`src/rtl/core/utf8_to_utf16_decoder_defines.svh`:
```
// ---------------------------------------------------------------------------
// utf8_to_utf16_decoder_defines.svh
// Assertion macros shared by the UTF-8 to UTF-16 decoder RTL.
// ---------------------------------------------------------------------------
`ifndef UTF8_TO_UTF16_DECODER_DEFINES_SVH
`define UTF8_TO_UTF16_DECODER_DEFINES_SVH

// Check a property on every rising clk edge outside reset.
`define U8U16_ASSERT(label, prop, msg) \
    label: assert property (@(posedge clk) disable iff (!rst_n) (prop)) \
        else $error(msg);

// Check that an antecedent implies a consequent in the same cycle.
`define U8U16_ASSERT_IMPL(label, ante, cons, msg) \
    label: assert property (@(posedge clk) disable iff (!rst_n) (ante) |-> (cons)) \
        else $error(msg);

// Check that an antecedent implies a consequent in the next cycle.
`define U8U16_ASSERT_NEXT(label, ante, cons, msg) \
    label: assert property (@(posedge clk) disable iff (!rst_n) (ante) |=> (cons)) \
        else $error(msg);

`endif

```
`src/rtl/core/u8u16_pkg.sv`:
```
// ---------------------------------------------------------------------------
// u8u16_pkg
// Types and constants shared by the UTF-8 to UTF-16 decoder modules.
// ---------------------------------------------------------------------------
package u8u16_pkg;

    // Byte class masks and patterns
    localparam logic [7:0] ASCII_MASK  = 8'b1000_0000;
    localparam logic [7:0] LEAD2_MASK  = 8'b1110_0000;
    localparam logic [7:0] LEAD2_PAT   = 8'b1100_0000;
    localparam logic [7:0] LEAD3_MASK  = 8'b1111_0000;
    localparam logic [7:0] LEAD3_PAT   = 8'b1110_0000;
    localparam logic [7:0] LEAD2_BITS  = 8'b0001_1111;
    localparam logic [7:0] CONT_BITS   = 8'b0011_1111;
    localparam logic [7:0] LEAD3_BITS  = 8'b0000_1111;

    // Continuation bytes still expected
    localparam logic [1:0] PEND_NONE = 2'd0;
    localparam logic [1:0] PEND_ONE  = 2'd1;
    localparam logic [1:0] PEND_TWO  = 2'd2;

    // One input transaction held in the input register
    typedef struct packed {
        logic [7:0] in_byte;
        logic       last_byte;
    } in_item_t;

    // One result transaction
    typedef struct packed {
        logic [15:0] code_unit;
        logic        unit_valid;
        logic        string_error;
        logic        end_of_string;
    } result_t;

endpackage

```
`src/rtl/core/u8u16_in_reg.sv`:
```
// ---------------------------------------------------------------------------
// u8u16_in_reg
// Input register: captures one byte transaction and holds it until the
// decode stage takes it.
// ---------------------------------------------------------------------------
module u8u16_in_reg
(
    input  logic                clk,
    input  logic                rst_n,
    input  logic                in_valid,
    output logic                in_ready,
    input  u8u16_pkg::in_item_t in_item,
    input  logic                take,
    output logic                held_valid,
    output u8u16_pkg::in_item_t held_item
);
    import u8u16_pkg::*;

    logic     valid_reg;
    logic     valid_next;
    in_item_t item_reg;

    // Accept when empty or when the held transaction leaves this cycle
    assign in_ready   = !valid_reg || take;
    assign valid_next = (in_valid && in_ready) ? 1'b1 : (take ? 1'b0 : valid_reg);

    // Hold the valid flag
    always_ff @(posedge clk or negedge rst_n)
    begin
        if (!rst_n)
        begin
            valid_reg <= 1'b0;
        end
        else
        begin
            valid_reg <= valid_next;
        end
    end

    // Load the payload on accept
    always_ff @(posedge clk)
    begin
        if (in_valid && in_ready)
        begin
            item_reg <= in_item;
        end
    end

    assign held_valid = valid_reg;
    assign held_item  = item_reg;

endmodule

```
`src/rtl/core/u8u16_decode.sv`:
```
// ---------------------------------------------------------------------------
// u8u16_decode
// Decode stage: sequence state, one-byte decode logic and the result
// register that feeds the output channel.
// ---------------------------------------------------------------------------
`include "utf8_to_utf16_decoder_defines.svh"

module u8u16_decode
(
    input  logic                clk,
    input  logic                rst_n,
    input  logic                held_valid,
    input  u8u16_pkg::in_item_t held_item,
    output logic                take,
    output logic                out_valid,
    input  logic                out_ready,
    output u8u16_pkg::result_t  result
);
    import u8u16_pkg::*;

    logic [1:0] pend_reg;
    logic [1:0] pend_next;
    logic [9:0] part_reg;
    logic [9:0] part_next;
    logic       err_reg;
    logic       err_next;
    logic       res_valid_reg;
    logic       res_valid_next;
    result_t    res_reg;
    result_t    res_next;

    logic [1:0]  dec_pend;
    logic [9:0]  dec_part;
    logic        dec_err;
    logic        dec_done;
    logic [15:0] dec_unit;
    logic        emit;
    logic [7:0]  b;

    assign b = held_item.in_byte;

    // Take the held transaction when the result register can accept
    assign take = held_valid && (!res_valid_reg || out_ready);

    // Decode one byte against the current sequence state
    always_comb
    begin
        dec_pend = pend_reg;
        dec_part = part_reg;
        dec_err  = err_reg;
        dec_done = 1'b0;
        dec_unit = 16'd0;
        if (!err_reg)
        begin
            unique case (pend_reg)
                PEND_NONE:
                begin
                    if ((b & ASCII_MASK) == 8'd0)
                    begin
                        dec_unit = {8'd0, b};
                        dec_done = 1'b1;
                    end
                    else if ((b & LEAD2_MASK) == LEAD2_PAT)
                    begin
                        dec_part = {2'd0, b & LEAD2_BITS};
                        dec_pend = PEND_ONE;
                    end
                    else if ((b & LEAD3_MASK) == LEAD3_PAT)
                    begin
                        dec_part = {2'd0, b & LEAD3_BITS};
                        dec_pend = PEND_TWO;
                    end
                    else
                    begin
                        dec_err = 1'b1;
                    end
                end
                PEND_TWO:
                begin
                    dec_part = {part_reg[3:0], b[5:0]};
                    dec_pend = PEND_ONE;
                end
                default:
                begin
                    dec_unit = {part_reg, b[5:0]};
                    dec_part = 10'd0;
                    dec_pend = PEND_NONE;
                    dec_done = 1'b1;
                end
            endcase
        end
    end

    // Build the result and the next sequence state
    always_comb
    begin
        res_next  = '0;
        emit      = 1'b0;
        pend_next = dec_pend;
        part_next = dec_part;
        err_next  = dec_err;
        if (held_item.last_byte)
        begin
            emit                   = 1'b1;
            res_next.end_of_string = 1'b1;
            if (dec_err || (dec_pend != PEND_NONE))
            begin
                res_next.string_error = 1'b1;
            end
            else if (dec_done)
            begin
                res_next.code_unit  = dec_unit;
                res_next.unit_valid = 1'b1;
            end
            pend_next = PEND_NONE;
            part_next = 10'd0;
            err_next  = 1'b0;
        end
        else if (dec_done)
        begin
            emit                = 1'b1;
            res_next.code_unit  = dec_unit;
            res_next.unit_valid = 1'b1;
        end
    end

    // Drop the result once delivered, load a new one on a take that emits one
    assign res_valid_next = take ? emit : (res_valid_reg && !out_ready);

    // Advance the sequence state and the result valid flag
    always_ff @(posedge clk or negedge rst_n)
    begin
        if (!rst_n)
        begin
            pend_reg      <= PEND_NONE;
            part_reg      <= 10'd0;
            err_reg       <= 1'b0;
            res_valid_reg <= 1'b0;
        end
        else
        begin
            if (take)
            begin
                pend_reg <= pend_next;
                part_reg <= part_next;
                err_reg  <= err_next;
            end
            res_valid_reg <= res_valid_next;
        end
    end

    // Load the result payload
    always_ff @(posedge clk)
    begin
        if (take && emit)
        begin
            res_reg <= res_next;
        end
    end

    assign out_valid = res_valid_reg;
    assign result    = res_reg;

    // Assertions
    `U8U16_ASSERT(a_pend_range, pend_reg != 2'd3, "bytes pending out of range")
    `U8U16_ASSERT_IMPL(a_err_only_eos, res_valid_reg && !res_reg.end_of_string,
        !res_reg.string_error, "error flag on a result that is not end of string")
    `U8U16_ASSERT_IMPL(a_unit_xor_err, res_valid_reg,
        !(res_reg.unit_valid && res_reg.string_error), "unit and error both set")
    `U8U16_ASSERT_IMPL(a_empty_unit, res_valid_reg && !res_reg.unit_valid,
        res_reg.code_unit == 16'd0, "code unit not zero without a character")
    `U8U16_ASSERT_NEXT(a_eos_clears, take && held_item.last_byte,
        (pend_reg == PEND_NONE) && !err_reg, "state not cleared after end of string")

endmodule

```
`src/rtl/core/utf8_to_utf16_decoder.sv`:
```
// A byte is held in the input register, and its result is then registered in the
// result register, which drives the outputs until out_ready accepts it.
// Throughput: one byte per cycle while out_ready stays high; a result that
// waits for out_ready stalls decode, and the input register then holds one byte.
// Bytes that complete no character give no result transaction, unless marked last_byte.
// Reset (rst_n low, asynchronous): both registers empty, no bytes pending.
// ---------------------------------------------------------------------------
// utf8_to_utf16_decoder
// Streaming UTF-8 to UTF-16 decoder for the basic multilingual plane, with
// a sticky per-string error reported on the end-of-string result.
// ---------------------------------------------------------------------------
module utf8_to_utf16_decoder
(
    input  logic        clk,
    input  logic        rst_n,
    input  logic        in_valid,
    output logic        in_ready,
    input  logic [7:0]  in_byte,
    input  logic        last_byte,
    output logic        out_valid,
    input  logic        out_ready,
    output logic [15:0] code_unit,
    output logic        unit_valid,
    output logic        string_error,
    output logic        end_of_string
);
    import u8u16_pkg::*;

    in_item_t in_item;
    in_item_t held_item;
    logic     held_valid;
    logic     take;
    result_t  result;

    assign in_item.in_byte   = in_byte;
    assign in_item.last_byte = last_byte;

    // Input register
    u8u16_in_reg u_in_reg
    (
        .clk        (clk),
        .rst_n      (rst_n),
        .in_valid   (in_valid),
        .in_ready   (in_ready),
        .in_item    (in_item),
        .take       (take),
        .held_valid (held_valid),
        .held_item  (held_item)
    );

    // Decode and result register
    u8u16_decode u_decode
    (
        .clk        (clk),
        .rst_n      (rst_n),
        .held_valid (held_valid),
        .held_item  (held_item),
        .take       (take),
        .out_valid  (out_valid),
        .out_ready  (out_ready),
        .result     (result)
    );

    assign code_unit     = result.code_unit;
    assign unit_valid    = result.unit_valid;
    assign string_error  = result.string_error;
    assign end_of_string = result.end_of_string;

endmodule
```
`config.mk`:
```
export PLATFORM = sky130hd
export DESIGN_NAME = utf8_to_utf16_decoder
export DESIGN_NICKNAME = d
export VERILOG_FILES = /design/src/rtl/core/u8u16_pkg.sv /design/src/rtl/core/u8u16_in_reg.sv /design/src/rtl/core/u8u16_decode.sv /design/src/rtl/core/utf8_to_utf16_decoder.sv
export VERILOG_INCLUDE_DIRS = /design/src /design/src/rtl/core
export SDC_FILE = /design/constraint.sdc
export NUM_CORES = 1
export LEC_CHECK = 0
export ABC_AREA = 0
export ABC_CLOCK_PERIOD_IN_PS = 2300
export BUFFER_PORTS_ARGS = -buffer_cell sky130_fd_sc_hd__buf_2
export CAP_MARGIN = 15
export CORE_UTILIZATION = 30
export DETAILED_ROUTE_END_ITERATION = 6
export REMOVE_ABC_BUFFERS = 1
export SLEW_MARGIN = 10
export SYNTH_ARGS = -nofsm -noshare
export SYNTH_HDL_FRONTEND = slang
export SYNTH_HIERARCHICAL = 1
export SYNTH_SLANG_ARGS = --single-unit
```
`constraint.sdc`:
```
create_clock -name clk -period 2.3 [get_ports clk]
set_input_delay 0.46 -clock clk [delete_from_list [all_inputs] [get_ports clk]]
set_output_delay 0.46 -clock clk [all_outputs]
set_load 0.05 [all_outputs]
```
## Word level (Yosys, flattened, before mapping)

Index checks and enable logic that the tools add are counted.

- Register bits after elaboration: 43
- Output and inout bits: 21
- Word-level logic and storage cells: 66

- Equal/unequal tests: 6
- Muxes and demuxes: 34
- Reductions and logical operators: 15

Operator list:

| kind | count |
|---|---|
| $mux W17 | 3 |
| $mux W10 | 5 |
| $pmux W16 S2 | 1 |
| $pmux W10 S2 | 1 |
| $mux W16 | 1 |
| $mux W1 | 15 |
| $mux W2 | 5 |
| $logic_not A8 Y1 | 1 |
| $mux W8 | 1 |
| $eq A4 B4 Y1 const B | 1 |
| $logic_and A1 B1 Y1 | 4 |
| $ne A4 B2 Y1 const B | 1 |
| $pmux W2 S2 | 1 |
| $reduce_and A4 Y1 | 1 |
| $reduce_bool A2 Y1 | 2 |
| $eq A3 B3 Y1 const B | 1 |
| $logic_not A1 Y1 | 3 |
| $logic_or A1 B1 Y1 | 3 |
| $ne A3 B3 Y1 const B | 1 |
| $eq A2 B2 Y1 const B | 1 |
| $logic_not A2 Y1 | 1 |
| $ne A2 B2 Y1 const B | 1 |
| $pmux W1 S2 | 1 |

## Depth between registers and ports, before layout

- Depth in word-level cells: 10
- Mapped depth: 5
- Depth with buffers taken out: 4

## Modules after synthesis

Netlist, hierarchy kept.

By module, submodules not included:

| module | instances | cells each | area each (um2) | seq. area each (um2) |
|---|---|---|---|---|
| u8u16_decode | 1 | 97 | 1381.3 | 920.9 |
| u8u16_in_reg | 1 | 13 | 324.1 | 295.3 |

## Worst setup path before layout

OpenSTA, ideal clock, no wires.

- Path kind: reg2reg
- From: register u_decode.res_valid_reg, in the netlist u_decode/out_valid
- To: register u_decode.res_reg (netlist bit u_decode/result[0]) (enable)
- Data arrival time: 1.579 ns
- Data required time: 1.924 ns
- Path slack: 0.344 ns
- Stages on the path, launching flop included: 5
- Buffers on the path: 1
- Cell sequence: dfrtp_1 nand2b_1 and2_1 clkbuf_1 o21a_1

- Longest elaborated chain between the ends: 4

Ends and longest elaborated chain:

| item | line | RTL |
|---|---|---|
| from (decl) | u8u16_decode.sv:27 | `logic res_valid_reg;` |
| from (signal assigned) | u8u16_decode.sv:148 | `res_valid_reg <= res_valid_next;` |
| $logic_not A1 Y1 | u8u16_decode.sv:43 | `assign take = held_valid && (!res_valid_reg \|\| out_ready);` |
| $logic_or A1 B1 Y1 | u8u16_decode.sv:43 |  |
| $logic_and A1 B1 Y1 | u8u16_decode.sv:43 |  |
| via take | utf8_to_utf16_decoder.sv:32 | `logic take;` |
| $logic_and A1 B1 Y1 | u8u16_decode.sv:155 | `if (take && emit)` |
| to (signal assigned) | u8u16_decode.sv:157 | `res_reg <= res_next;` |
| to (decl) | u8u16_decode.sv:29 | `result_t res_reg;` |

The timed path passes the listed nets, and every way through them passes these cells.
A chain may end at the register's enable or synchronous reset.

## Worst setup path after layout

- From: register u_decode.res_valid_reg, in the netlist u_decode/out_valid
- To: output in_ready

- Longest elaborated chain between the ends: 4

Ends and longest elaborated chain:

| item | line | RTL |
|---|---|---|
| $logic_not A1 Y1 | u8u16_decode.sv:43 |  |
| $logic_or A1 B1 Y1 | u8u16_decode.sv:43 |  |
| $logic_and A1 B1 Y1 | u8u16_decode.sv:43 |  |
| via take | utf8_to_utf16_decoder.sv:32 |  |
| $logic_or A1 B1 Y1 | u8u16_in_reg.sv:24 | `assign in_ready = !valid_reg \|\| take;` |
| to (decl) | utf8_to_utf16_decoder.sv:17 | `output logic in_ready,` |

The timed path passes the listed nets, and every way through them passes these cells.

==> impl_metrics.json <==
{
  "io_pins": 34,
  "synth_area_um2": 1705,
  "clock_sinks": 43,
  "fin_skew_ns": 0.005088,
  "ys_seq_elements": 43,
  "fin_ws_ns": 0.3566,
  "setup-tns-final_ns": 0,
  "fmaxAchievable_mhz": 514.6,
  "worstSkewPairLatency_ns": 0.29,
  "die_w_um": 77.40,
  "yosys_warnings": 6,
  "path_clk_slew_ns": 0.08,
  "h-tree-depth": 2,
  "drt_wl_total_um": 2981,
  "largest_reg_flops": 19,
  "min_period_over_period_pct": 84.50,
  "final_antenna_net_count": 0,
  "crit_slowest_cell": "dfrtp_1",
  "ys_seq_area_share_pct": 71.31,
  "grt_use_total_pct": 11.35,
  "crit_chain": "nand2b_1, and2_1, nand2b_4, buf_2",
  "die_area_um2": 5990,
  "rsz0062_at_grt": "no",
  "nets": 160,
  "syn_area_per_cell_um2": 15.50,
  "drt_pass1_iterations": 4,
  "root_buffer": "clkbuf_8",
  "setup_violations": 0,
  "postCtsResizedCells": 0,
  "dpl.hpwl_um": 2240,
  "dr.first_iter.drc_count": 37,
  "drv_slew": 0,
  "fin_util_pct": 36.63,
  "place_ws_ns": 0.4394,
  "area_delta_synth_final_pct": 18.27,
  "cp.arrival_ns": 1.48,
  "multiInputGateArea_um2": 441.7,
  "vias_per_cell": 4.459,
  "layout_commonest_cell": "buf_2",
  "peakVddDrop_mv": 0.3321,
  "max_stage_delay_ns": 0.38,
  "grt_start_max_net_pins": 16,
  "core-area_um2": 5507,
  "antenna_cells": 0,
  "crit_type": "register to output pin",
  "power_density_nw_per_um2": 1005,
  "startpoint": "u_decode/out_valid",
  "cts_setup_buffers": 0,
  "synthCells": 110,
  "final_cells": 220,
  "rows": 27,
  "required_ns": 1.84,
  "grt_overflow": 0,
  "dr_total_vias": 981,
  "hold_violations": 0,
  "route.detailed.drc": 0,
  "grt_pass1_wl_um": 5037,
  "register_area_um2": 1216,
  "antenna_found_initial": 0,
  "nFillCells": 531,
  "total_power_mw": 2.027,
  "wire_per_inst_um": 13.55,
  "layout_common_cells": "33 x buf_2, 28 x edfxtp_1, 15 x and2_1, 15 x dfrtp_1, 6 x a22o_1",
  "max-slew-margin-rel_pct": 54.91,
  "start_util_pct": 30.97,
  "run_status": "completed",
  "cts_buffers": 5,
  "hold_class": "primary input to asynchronous set/reset pin",
  "maxCapViolCount": 0,
  "worst-path-max-fanout": 6,
  "die_height_um": 77.40,
  "hold_buffers": 0,
  "final_layout_size_suffix_gt1_share_pct": 36.49,
  "tritoncts": "done",
  "synth.distinct_cells": 31,
  "tightest_slew_ns": 0.6740,
  "endpoint_kind": "output pin",
  "r2r-start": "u_decode/pend_reg[1]",
  "io_buffers": 33,
  "gp_routability_congestion": 0.9366,
  "leakage_nw": 0.8224,
  "min_period_ns": 1.943,
  "cts_buffer_depth": 2,
  "dp.cells": 212,
  "grt_pass1_vias": 1018,
  "start_kind": "register"
}
==> critical path, delay by kind of cell (launching register included) <==
family / cells / cell delay (ns)
flops: 1 / 0.38
buf+inv: 1 / 0.26
simple gates: 3 / 0.54
==> through the flow <==
stage / area (µm²) / hold slack (ns)
after global routing: 2017 / 0.07904
after CTS: 2017 / 0.06451
after floorplan: 1665 / 0.1644
after detailed placement: 1928 / 0.3891
after global placement: 1928 / 0.3802
final: 2017 / 0.05396
==> kinds of logic after synthesis <==
group / share of synthesized area, %
DFF: 71.31
AOI/OAI and AO/OA: 10.64
buffers and inverters: 2.788
and+or+nand+nor: 14.09
muxes: 1.174
==> power by group <==
| group | internal, mW | total [mW] | switching (mW) | leakage (nW) |
|---|---|---|---|---|
| sequential | 0.960 | 1.04 | 0.0757 | 0.472 |
| clock | 0.211 | 0.466 | 0.255 | 0.0402 |
| combinational | 0.141 | 0.525 | 0.384 | 0.310 |
| total | 1.31 | 2.03 | 0.715 | 0.822 |
==> Yosys cell counts <==
cell type,n,area share (%)
dfrtp_1,15,22
a22o_1,6,3.1
mux2i_1,2,1.2
nand2_1,3,0.66
a21oi_1,3,0.88
o22ai_1,1,0.37
o41ai_4,1,1.6
nor4b_1,1,0.51
o21a_1,1,0.44
a22o_2,4,2.3
nand2b_4,1,0.81
nor2_2,1,0.37
o21ai_0,1,0.29
nor3_1,3,0.88
edfxtp_1,28,49
nand4b_1,1,0.51
clkbuf_1,1,0.22
nor2_1,5,1.1
and3_2,1,0.44
buf_12,1,1.2
and2_1,15,5.5
nor2b_1,1,0.37
nand3_1,1,0.29
and2_4,1,0.51
clkbuf_2,1,0.29
nand2b_1,4,1.5
and3_4,1,0.66
buf_6,1,0.66
inv_1,2,0.44
o21ba_2,2,1.2
o211ai_1,1,0.44
==> worst paths after layout <==
kind	endpoint	slack, ns	depth (start not counted)
setup / recovery	in_ready	0.36	4
max in group asynchronous	u_decode/part_reg[1]	1.99	1
setup reg to reg	u_decode/result[8]	0.46	4
min in group clk	u_in_reg/held_item[0]	0.34	1
hold / removal	u_decode/out_valid	0.05	1
hold reg to reg	u_decode/part_reg[6]	0.50	1
==> cell type report <==
class | instances | share of cell area (%)
Sequential cell | 43 | 60.30
Clock buffer | 5 | 3.412
Inverter | 2 | 0.3722
Clock inverter | 3 | 0.9926
Tap cell | 72 | 4.467
Timing Repair Buffer | 34 | 8.561
Multi-Input combinational cell | 61 | 21.90
==> per-layer routing <==
| metal | part of all wire (%) | routed length (µm) | vias up | GRT usage, % |
|---|---|---|---|---|
| li1 | - | - | 475 | - |
| met1 | 46 | 1385 | 469 | 14.45 |
| met2 | 47 | 1400 | 33 | 17.17 |
| met3 | 5.1 | 153 | 4 | 3.176 |
| met4 | 1.4 | 42 | 0 | 6.792 |
| met5 | 0 | 0 | - | 0 |
No activity file was read; power rests on OpenSTA's default activity.
